File: config.mk
export PLATFORM = sky130hd
export DESIGN_NAME = nose_wheel_steering_slew_control_core
export DESIGN_NICKNAME = d
export VERILOG_FILES = /design/src/hdl/nwsc_pkg.sv /design/src/hdl/nwsc_recip.sv /design/src/hdl/nose_wheel_steering_slew_control_core.sv
export SDC_FILE = /design/constraint.sdc
export NUM_CORES = 2
export LEC_CHECK = 0
export BUFFER_PORTS_ARGS = -buffer_cell sky130_fd_sc_hd__buf_2
export CORE_MARGIN = 2
export CORE_UTILIZATION = 40
export DETAILED_ROUTE_END_ITERATION = 8
export PLACE_DENSITY = 0.6
export SYNTH_ARGS = -nofsm -noshare
export SYNTH_HDL_FRONTEND = slang
export SYNTH_SLANG_ARGS = --single-unit
File: constraint.sdc
create_clock -name clk -period 8.4 [get_ports clk]
set_input_delay 1.68 -clock clk [delete_from_list [all_inputs] [get_ports clk]]
set_output_delay 1.68 -clock clk [all_outputs]
set_load 0.1 [all_outputs]
File: src/hdl/nwsc_pkg.sv
// ----------------------------------------------------------------------------
// nwsc_pkg
// Shared widths, codes and reset values for the nose wheel steering slew core.
// ----------------------------------------------------------------------------
package nwsc_pkg;

  // field widths
  localparam int AUTH_W    = 10;
  localparam int ANGLE_W   = 13;
  localparam int LIGHT_W   = 8;
  localparam int RATIO_W   = 16;
  localparam int PROP_W    = 12;
  localparam int STEP_W    = 8;
  localparam int CFG_IDX_W = 3;
  localparam int CFG_DAT_W = 12;

  // light reciprocal: floor(n / max) = (n * ceil(2^SHIFT / max)) >> SHIFT
  // exact for n < 2^18 and max < 2^10
  localparam int LNUM_W    = AUTH_W + LIGHT_W;        // authority * 255
  localparam int RECIP_SH  = LNUM_W + AUTH_W;         // 28
  localparam int RECIP_W   = RECIP_SH + 1;            // 29

  localparam logic signed [ANGLE_W-1:0] STEER_LIMIT = 13'sd3150;

  // configuration register indexes
  typedef enum logic [CFG_IDX_W-1:0] {
    CFG_LEVER_THRESHOLD = 3'd0,
    CFG_AUTHORITY_STEP  = 3'd1,
    CFG_AUTHORITY_MIN   = 3'd2,
    CFG_AUTHORITY_MAX   = 3'd3,
    CFG_SLEW_STEP       = 3'd4,
    CFG_SNAP_BAND       = 3'd5
  } cfg_index_t;

  // reset values
  localparam logic [PROP_W-1:0] RST_LEVER_THRESHOLD = 12'd1170;
  localparam logic [AUTH_W-1:0] RST_AUTHORITY_STEP  = 10'd50;
  localparam logic [AUTH_W-1:0] RST_AUTHORITY_MIN   = 10'd120;
  localparam logic [AUTH_W-1:0] RST_AUTHORITY_MAX   = 10'd630;
  localparam logic [STEP_W-1:0] RST_SLEW_STEP       = 8'd5;
  localparam logic [STEP_W-1:0] RST_SNAP_BAND       = 8'd6;

  // arm switch and poll codes
  localparam logic [1:0] ARM_ON     = 2'd1;
  localparam logic [1:0] POLL_IDLE  = 2'd0;
  localparam logic [1:0] POLL_ARMED = 2'd1;
  localparam logic [1:0] POLL_SLEW  = 2'd2;

endpackage

File: src/hdl/nwsc_recip.sv
// ----------------------------------------------------------------------------
// nwsc_recip
// Restoring divider, one quotient bit a cycle: recip = ceil(2^RECIP_SH / divisor).
// ----------------------------------------------------------------------------
module nwsc_recip (
  input  logic                              clk,
  input  logic                              rst,
  input  logic                              start,
  input  logic [nwsc_pkg::AUTH_W-1:0]       divisor,
  output logic                              busy,
  output logic [nwsc_pkg::RECIP_W-1:0]      recip
);

  localparam int CNT_W = $clog2(nwsc_pkg::RECIP_W + 1);

  logic [nwsc_pkg::RECIP_W-1:0] num;
  logic [nwsc_pkg::AUTH_W-1:0]  rem;
  logic [CNT_W-1:0]             cnt;
  logic [nwsc_pkg::AUTH_W:0]    rem_sh;
  logic                         q_bit;
  logic [nwsc_pkg::AUTH_W:0]    rem_sub;

  // one trial subtract per cycle
  always_comb begin
    rem_sh  = {rem, num[nwsc_pkg::RECIP_W-1]};
    q_bit   = (rem_sh >= {1'b0, divisor});
    rem_sub = rem_sh - {1'b0, divisor};
  end

  // control
  always_ff @(posedge clk) begin
    if (rst) begin
      busy <= 1'b0;
      cnt  <= '0;
    end else if (start) begin
      busy <= 1'b1;
      cnt  <= CNT_W'(nwsc_pkg::RECIP_W);
    end else if (busy) begin
      cnt <= cnt - 1'b1;
      if (cnt == CNT_W'(1)) begin
        busy <= 1'b0;
      end
    end
  end

  // datapath: dividend 2^SH + d - 1 shifts out, quotient shifts in
  always_ff @(posedge clk) begin
    if (start) begin
      num <= (nwsc_pkg::RECIP_W'(1) << nwsc_pkg::RECIP_SH)
             + nwsc_pkg::RECIP_W'(divisor) - 1'b1;
      rem <= '0;
    end else if (busy) begin
      num <= {num[nwsc_pkg::RECIP_W-2:0], q_bit};
      rem <= q_bit ? rem_sub[nwsc_pkg::AUTH_W-1:0] : rem_sh[nwsc_pkg::AUTH_W-1:0];
    end
  end

  assign recip = num;

endmodule

File: src/hdl/nose_wheel_steering_slew_control_core.sv
// ----------------------------------------------------------------------------
// nose_wheel_steering_slew_control_core
// Per-tick steering authority ramp, command scaling and steer angle slew.
//
//   channel   direction  handshake                 word
//   s_*       in         s_tvalid / s_tready       one control tick
//   m_*       out        m_tvalid / m_tready       one steering result
//   cfg_*     in         cfg_valid / cfg_ready     register index + data
//
// One word per cycle while m_tready is high and the divider idle; m_tvalid rises
// once the word passes the input reg, authority ramp + ratio multiply, scaling +
// light and slew/output registers. After reset and each write to authority_max,
// the light reciprocal divider runs with s_tready low; cfg writes always taken.
// Each stage advances when the next is empty or moving, so input keeps
// flowing while a result waits on m_tready until the pipe fills.
// ----------------------------------------------------------------------------
module nose_wheel_steering_slew_control_core (
  input  logic                                clk,
  input  logic                                rst,
  // gear_down[0], arm_switch[2:1], park_switch[3], engage_switch[4],
  // heading_ratio[20:5], prop_speed[32:21], zero[39:33]
  input  logic [39:0]                         s_tdata,
  input  logic                                s_tvalid,
  output logic                                s_tready,
  // steer_angle[12:0], steer_enabled[13], annunciator_on[14],
  // park_light[22:15], poll_mode[24:23], zero[31:25]
  output logic [31:0]                         m_tdata,
  output logic                                m_tvalid,
  input  logic                                m_tready,
  input  logic                                cfg_valid,
  output logic                                cfg_ready,
  input  logic [nwsc_pkg::CFG_IDX_W-1:0]      cfg_index,
  input  logic [nwsc_pkg::CFG_DAT_W-1:0]      cfg_data
);

  localparam int AW = nwsc_pkg::AUTH_W;
  localparam int GW = nwsc_pkg::ANGLE_W;

  // configuration registers
  logic [nwsc_pkg::PROP_W-1:0] lever_threshold;
  logic [AW-1:0]               authority_step;
  logic [AW-1:0]               authority_min;
  logic [AW-1:0]               authority_max;
  logic [nwsc_pkg::STEP_W-1:0] slew_step;
  logic [nwsc_pkg::STEP_W-1:0] snap_band;
  logic                        recip_start;
  logic                        recip_busy;
  logic [nwsc_pkg::RECIP_W-1:0] recip;

  assign cfg_ready = 1'b1;

  always_ff @(posedge clk) begin
    if (rst) begin
      lever_threshold <= nwsc_pkg::RST_LEVER_THRESHOLD;
      authority_step  <= nwsc_pkg::RST_AUTHORITY_STEP;
      authority_min   <= nwsc_pkg::RST_AUTHORITY_MIN;
      authority_max   <= nwsc_pkg::RST_AUTHORITY_MAX;
      slew_step       <= nwsc_pkg::RST_SLEW_STEP;
      snap_band       <= nwsc_pkg::RST_SNAP_BAND;
      recip_start     <= 1'b1;
    end else begin
      recip_start <= cfg_valid && cfg_ready &&
                     (nwsc_pkg::cfg_index_t'(cfg_index) == nwsc_pkg::CFG_AUTHORITY_MAX);
      if (cfg_valid && cfg_ready) begin
        case (nwsc_pkg::cfg_index_t'(cfg_index))
          nwsc_pkg::CFG_LEVER_THRESHOLD: lever_threshold <= cfg_data;
          nwsc_pkg::CFG_AUTHORITY_STEP:  authority_step  <= cfg_data[AW-1:0];
          nwsc_pkg::CFG_AUTHORITY_MIN:   authority_min   <= cfg_data[AW-1:0];
          nwsc_pkg::CFG_AUTHORITY_MAX:   authority_max   <= cfg_data[AW-1:0];
          nwsc_pkg::CFG_SLEW_STEP:       slew_step <= cfg_data[nwsc_pkg::STEP_W-1:0];
          nwsc_pkg::CFG_SNAP_BAND:       snap_band <= cfg_data[nwsc_pkg::STEP_W-1:0];
          default: ;
        endcase
      end
    end
  end

  // reciprocal of authority_max for the park light
  nwsc_recip u_recip (
    .clk     (clk),
    .rst     (rst),
    .start   (recip_start),
    .divisor (authority_max),
    .busy    (recip_busy),
    .recip   (recip)
  );

  // pipeline flow control
  logic v0, v1, v2, v3;
  logic rdy0, rdy1, rdy2, rdy3;
  logic s_fire, f01, f12, f23;

  always_comb begin
    rdy3     = !v3 || m_tready;
    rdy2     = !v2 || rdy3;
    rdy1     = !v1 || rdy2;
    rdy0     = !v0 || rdy1;
    s_tready = rdy0 && !recip_busy && !recip_start;
    s_fire   = s_tvalid && s_tready;
    f01      = v0 && rdy1;
    f12      = v1 && rdy2;
    f23      = v2 && rdy3;
  end

  always_ff @(posedge clk) begin
    if (rst) begin
      v0 <= 1'b0;
      v1 <= 1'b0;
      v2 <= 1'b0;
      v3 <= 1'b0;
    end else begin
      v0 <= s_fire || (v0 && !f01);
      v1 <= f01 || (v1 && !f12);
      v2 <= f12 || (v2 && !f23);
      v3 <= f23 || (v3 && !(m_tready));
    end
  end

  // stage 0: input register
  logic                               in_gear;
  logic [1:0]                         in_arm;
  logic                               in_park;
  logic                               in_engage;
  logic signed [nwsc_pkg::RATIO_W-1:0] in_ratio;
  logic [nwsc_pkg::PROP_W-1:0]        in_prop;

  always_ff @(posedge clk) begin
    if (s_fire) begin
      in_gear   <= s_tdata[0];
      in_arm    <= s_tdata[2:1];
      in_park   <= s_tdata[3];
      in_engage <= s_tdata[4];
      in_ratio  <= $signed(s_tdata[20:5]);
      in_prop   <= s_tdata[32:21];
    end
  end

  // stage 1: authority ramp, steering flag, ratio * authority
  logic [AW-1:0] auth;
  logic          steer_on;
  logic [AW-1:0] auth_next;
  logic          taken_next;
  logic          active_next;
  logic          cmd_en_next;
  logic          steer_on_next;
  logic [AW:0]   up_sum;
  logic [AW:0]   down_lim;

  always_comb begin
    active_next   = in_gear && (in_arm == nwsc_pkg::ARM_ON);
    up_sum        = {1'b0, auth} + {1'b0, authority_step};
    down_lim      = {1'b0, authority_min} + {1'b0, authority_step};
    auth_next     = auth;
    taken_next    = 1'b0;
    cmd_en_next   = 1'b0;
    steer_on_next = steer_on;
    if (active_next) begin
      if (in_park && (auth < authority_max)) begin
        taken_next = 1'b1;
        auth_next  = (up_sum > {1'b0, authority_max}) ? authority_max : up_sum[AW-1:0];
      end else if (!in_park && (auth > authority_min)) begin
        taken_next = 1'b1;
        auth_next  = ({1'b0, auth} < down_lim) ? authority_min : auth - authority_step;
      end
      if (in_engage || (in_prop < lever_threshold)) begin
        cmd_en_next   = 1'b1;
        steer_on_next = 1'b1;
      end
    end else begin
      steer_on_next = 1'b0;
    end
  end

  logic                 s1_active;
  logic                 s1_taken;
  logic                 s1_cmd_en;
  logic                 s1_flag;
  logic [AW-1:0]        s1_auth;
  logic signed [26:0]   s1_prod;

  always_ff @(posedge clk) begin
    if (rst) begin
      auth     <= nwsc_pkg::RST_AUTHORITY_MIN;
      steer_on <= 1'b0;
    end else if (f01) begin
      auth     <= auth_next;
      steer_on <= steer_on_next;
    end
  end

  always_ff @(posedge clk) begin
    if (f01) begin
      s1_active <= active_next;
      s1_taken  <= taken_next;
      s1_cmd_en <= cmd_en_next;
      s1_flag   <= steer_on_next;
      s1_auth   <= auth_next;
      s1_prod   <= 27'(in_ratio) * 27'($signed({1'b0, auth_next}));
    end
  end

  // stage 2: command scaling (x5, /32768 toward zero, clamp) and park light
  logic signed [28:0]    p5;
  logic signed [28:0]    p5_adj;
  logic signed [13:0]    cmd_q;
  logic signed [GW-1:0]  cmd_next;
  logic [nwsc_pkg::LNUM_W-1:0] light_num;
  logic [nwsc_pkg::LNUM_W+nwsc_pkg::RECIP_W-1:0] light_prod;
  logic [nwsc_pkg::LNUM_W+nwsc_pkg::RECIP_W-nwsc_pkg::RECIP_SH-1:0] light_q;
  logic [nwsc_pkg::LIGHT_W-1:0] light_next;
  logic [nwsc_pkg::LIGHT_W-1:0] light_level;

  always_comb begin
    p5     = (29'(s1_prod) <<< 2) + 29'(s1_prod);
    p5_adj = p5[28] ? (p5 + 29'sd32767) : p5;
    cmd_q  = 14'(p5_adj >>> 15);
    if (!s1_cmd_en) begin
      cmd_next = '0;
    end else if (cmd_q > 14'(nwsc_pkg::STEER_LIMIT)) begin
      cmd_next = nwsc_pkg::STEER_LIMIT;
    end else if (cmd_q < -14'(nwsc_pkg::STEER_LIMIT)) begin
      cmd_next = -nwsc_pkg::STEER_LIMIT;
    end else begin
      cmd_next = cmd_q[GW-1:0];
    end

    // light = authority * 255 / max, clamped; zero max reads full scale
    light_num  = ({s1_auth, 8'd0} - nwsc_pkg::LNUM_W'(s1_auth));
    light_prod = light_num * recip;
    light_q    = light_prod[nwsc_pkg::LNUM_W+nwsc_pkg::RECIP_W-1:nwsc_pkg::RECIP_SH];
    if (!s1_taken) begin
      light_next = light_level;
    end else if (authority_max == '0 || light_q > 255) begin
      light_next = '1;
    end else begin
      light_next = light_q[nwsc_pkg::LIGHT_W-1:0];
    end
  end

  logic                 s2_active;
  logic                 s2_flag;
  logic signed [GW-1:0] s2_cmd;

  always_ff @(posedge clk) begin
    if (rst) begin
      light_level <= '0;
    end else if (f12) begin
      light_level <= light_next;
    end
  end

  always_ff @(posedge clk) begin
    if (f12) begin
      s2_active <= s1_active;
      s2_flag   <= s1_flag;
      s2_cmd    <= cmd_next;
    end
  end

  // stage 3: steer angle snap or slew, output register
  logic signed [GW-1:0] steer_now;
  logic signed [GW:0]   diff;
  logic signed [GW:0]   band;
  logic signed [GW:0]   stepped;
  logic signed [GW-1:0] steer_next;
  logic [1:0]           poll_next;

  always_comb begin
    diff      = 14'(s2_cmd) - 14'(steer_now);
    band      = $signed({6'd0, snap_band});
    poll_next = s2_active ? nwsc_pkg::POLL_ARMED : nwsc_pkg::POLL_IDLE;
    stepped   = 14'(steer_now);
    if ((diff < band) && (diff > -band)) begin
      stepped = 14'(s2_cmd);
    end else if (s2_cmd < steer_now) begin
      stepped   = 14'(steer_now) - $signed({6'd0, slew_step});
      poll_next = nwsc_pkg::POLL_SLEW;
    end else if (s2_cmd > steer_now) begin
      stepped   = 14'(steer_now) + $signed({6'd0, slew_step});
      poll_next = nwsc_pkg::POLL_SLEW;
    end
    if (stepped > 14'(nwsc_pkg::STEER_LIMIT)) begin
      steer_next = nwsc_pkg::STEER_LIMIT;
    end else if (stepped < -14'(nwsc_pkg::STEER_LIMIT)) begin
      steer_next = -nwsc_pkg::STEER_LIMIT;
    end else begin
      steer_next = stepped[GW-1:0];
    end
  end

  logic signed [GW-1:0]         o_angle;
  logic                         o_flag;
  logic [nwsc_pkg::LIGHT_W-1:0] o_light;
  logic [1:0]                   o_poll;

  always_ff @(posedge clk) begin
    if (rst) begin
      steer_now <= '0;
    end else if (f23) begin
      steer_now <= steer_next;
    end
  end

  always_ff @(posedge clk) begin
    if (f23) begin
      o_angle <= steer_next;
      o_flag  <= s2_flag;
      o_light <= light_level;
      o_poll  <= poll_next;
    end
  end

  // steering-on flag and annunciator always set and clear together
  assign m_tvalid = v3;
  assign m_tdata  = {7'd0, o_poll, o_light, o_flag, o_flag, o_angle};

endmodule
==> results.cfg <==
[worst_setup_path]
slowest_delay_ns = 0.55
timing.rr.end = s1_prod[25]
cpMaxStageDelayCell = fa_1
required_ns = 8.77
r2r-start = authority_step[1]
path_common_cell = fa_1
endpoint_kind = register
rrSetupSlack_ns = -0.34
cp_max_fo = 5
worstPathArrival_ns = 9.11
worstSetupPathType = reg2reg
worstSetupStartpointType = register
rr_worst_depth = 37

[timing]
skew_ns = 0.0202
finalSetupViolations = 17
relSlewSlack_pct = 20.5
rsz0062_at_grt = yes
max_slew.worst_pin.slew_ns = 1.16
hold_viol = 0
post-route-min-period_ns = 8.74
fin_tns_setup_ns = -2.72
holdWs_ns = 0.420
fmax_mhz = 114
setup_slack_ns = -0.336
finalMaxSlewViolations = 0
min_period_over_period_pct = 104

[drt]
drt_iter0_drc = 1750
post_drt_wl_per_cell_um = 17.2
vias = 31200
postRouteAntennaNets = 0
first_pass_iters = 5
drc = 0
finalWirelength_um = 105000
vias_per_cell = 5.13

[logic_synthesis]
syn-instance-count = 4453
ys.flop_type = edfxtp_1
seq_area_frac_synth_pct = 16.7
syn_avg_cell_area_um2 = 8.74
ys_ff_latch = 253
synth_top_area_share_pct = 30.0
yosys.area.top_type = fa_1
synth_area_um2 = 38900
synth_most_common_cell = inv_1
yosys-top-cells-area = fa_1, ha_1, edfxtp_1
synth-edff-count = 142
yosys_warnings = 0
yosysUniqueCellTypes = 98
synth_commonest_cells = inv_1, nand2_1, fa_1
async_flop_share_pct = 0

[hold_path]
min_to = s2_active
hold_path_class = reg2reg
hold_depth = 0
hold_path_startpoint = s1_active

[finish]
stdcell_count = 6091
area_growth_pct = 17.7
drive_above_1_share_pct = 16.4
fin_nets = 5784
fill_cells = 9224
utilization_pct = 47.4

[pwr]
seqPwrFrac_pct = 10.1
p_int_mw = 8.16
power_mw = 15.3
power_switching_mw = 7.19
ir_drop_v = 0.000635
p_per_area_nw_per_um2 = 335
total_leakage_power_nw = 21.6
comb_power_share_pct = 80.6
swShare_pct = 46.8
clkPwrFrac_pct = 9.3

[die]
rows = 114
ios = 95
core_area_um2 = 96600
die_y_um = 316
die_x_um = 316
die-area_um2 = 99800
initial_utilization_pct = 40.3

[global_routing]
antenna_found_initial = 0
grt_usage_pct = 21.5
met1_usage_pct = 29.2
grt_first_pass_wirelength_um = 172000
grt_pass1_vias = 32300
global_route.usage.met2_pct = 36.4
grt_overflow = 0
use_met3_pct = 2.15
busiest_layer = met2
grt_max_degree = 59

[clock_tree]
ctsHoldBuffers = 0
insertion_delay_ns = 0.64
cts_tree = done
cts.clk_slew.worst_paths_ns = 0.06
clock_sinks = 253
htree_levels = 1
clock_path_buffers = 3
cts_root_buf = clkbuf_16
cts_buffers = 31

[placement]
dp_hpwl_um = 83200
finalWeightedCongestion = 0.918
dp_cells = 5953
portBuffers = 79

[flow_run]
maxCapViolations = 0

[run_status]
status = finished, violations left
violations = negative setup slack
state kept, by name (all words and copies together), names as in the netlist, 10 cells and up:
register and count:
u_recip.recip 29, s1_prod 27, in_ratio 16, o_angle 13
s2_cmd 13, steer_now 13, in_prop 12, lever_threshold 12
auth 10, authority_max 10, authority_min 10, authority_step 10
s1_auth 10, u_recip.rem 10
how the worst max path moves through the flow:
stage / startpoint / endpoint / slack (ns) / cells after the start
after CTS: authority_step[0] / s1_prod[26] / -0.26 / 36
final: authority_step[1] / s1_prod[25] / -0.34 / 37
after detailed placement: s1_auth[0] / light_level[0] / -1.20 / 30
after global placement: s1_auth[0] / light_level[3] / -1.09 / 30
after floorplan: s1_auth[2] / light_level[0] / 0.00006 / 32
after global routing: authority_step[1] / s1_prod[26] / -0.75 / 38
worst max-delay path: cells and delay by family, from the launching register on:
kind	cells	cell delay, ns
buf+inv	6	0.48
simple gates	6	0.85
compound gates	16	3.55
flops	1	0.40
fa+ha+maj	8	3.14
xor+xnor	1	0.07
metal layers:
| layer | wire, µm | up-vias |
|---|---|---|
| li1 | - | 14900 |
| met4 | 3150 | 0 |
| met5 | 0 | - |
| met2 | 50500 | 760 |
| met1 | 46000 | 15500 |
| met3 | 5210 | 148 |
cells in the final DEF, fill, tap and decap left out, types with 14 or more instances in the layout:
cell / Yosys / routed
fa_1: 583 / 564
o21bai_1: 20 / 20
xor2_1: 46 / 37
nand2b_1: 26 / 25
nor2b_1: 38 / 38
buf_6: 2 / 18
xnor2_1: 92 / 81
a21o_1: 60 / 60
edfxtp_1: 142 / 142
o211ai_1: 27 / 27
inv_2: 0 / 16
nand3_1: 39 / 36
clkbuf_16: 0 / 31
or3_1: 23 / 16
o21a_1: 43 / 43
mux2i_1: 26 / 26
a211oi_1: 20 / 17
dfxtp_1: 111 / 107
and3_1: 18 / 14
nor4_1: 14 / 14
nand2_1: 644 / 638
a21oi_1: 160 / 137
fa_2: 0 / 19
nor3_1: 46 / 42
ha_4: 0 / 23
and2_1: 111 / 106
o21ai_0: 115 / 100
nor2_1: 360 / 345
inv_1: 814 / 796
buf_4: 11 / 380
nand4_1: 20 / 20
buf_2: 13 / 79
a21oi_2: 0 / 22
nand3b_1: 63 / 63
ha_1: 352 / 326
a31oi_1: 27 / 20
final cells by class:
cell class / instances / area (µm²) / share of cell area (%)
multi-input combinational: 3197 / 29900 / 65.2
sequential: 253 / 6500 / 14.2
timing repair buffer: 491 / 3740 / 8.17
inverter: 815 / 3060 / 6.68
tap: 1276 / 1600 / 3.48
clock buffer: 33 / 783 / 1.71
clock inverter: 25 / 277 / 0.604
antenna: 1 / 2.50 / 0.00546
metrics by stage:
stage	worst slack [ns]	instance area [µm²]
after floorplan	0.0000613	39200
after detailed placement	-1.20	43100
after CTS	-0.264	45400
final	-0.336	45800
after global placement	-1.09	43100
after global routing	-0.746	45800
cell families after synthesis:
group,synth area share (%)
flip-flops,16.7
multiplexers,0.938
AO/OA/AOI/OAI,10.9
buffers and inverters,9.93
XOR/XNOR,3.10
adder cells (fa/ha/maj),41.3
other,0.0193
AND/OR/NAND/NOR,17.1
timing repair:
| item | CTS | global route |
|---|---|---|
| gates resized for setup | 171 | 64 |
| setup buffers | 62 | 18 |
| cloned | 3 | 0 |
| pin swaps | 150 | 80 |
| endpoints found under the setup margin | 18 | 22 |
power groups by stage:
| stage | clock network (mW) | registers [mW] | logic, mW |
|---|---|---|---|
| after floorplan | 0 | 1.52 | 7.66 |
| after global routing | 1.50 | 1.55 | 14.1 |
| after global placement | 0 | 1.57 | 11.0 |
| after CTS | 1.46 | 1.55 | 12.3 |
| after detailed placement | 0 | 1.57 | 11.2 |
| final | 1.43 | 1.55 | 12.4 |
No activity file was read; power rests on OpenSTA's default activity.
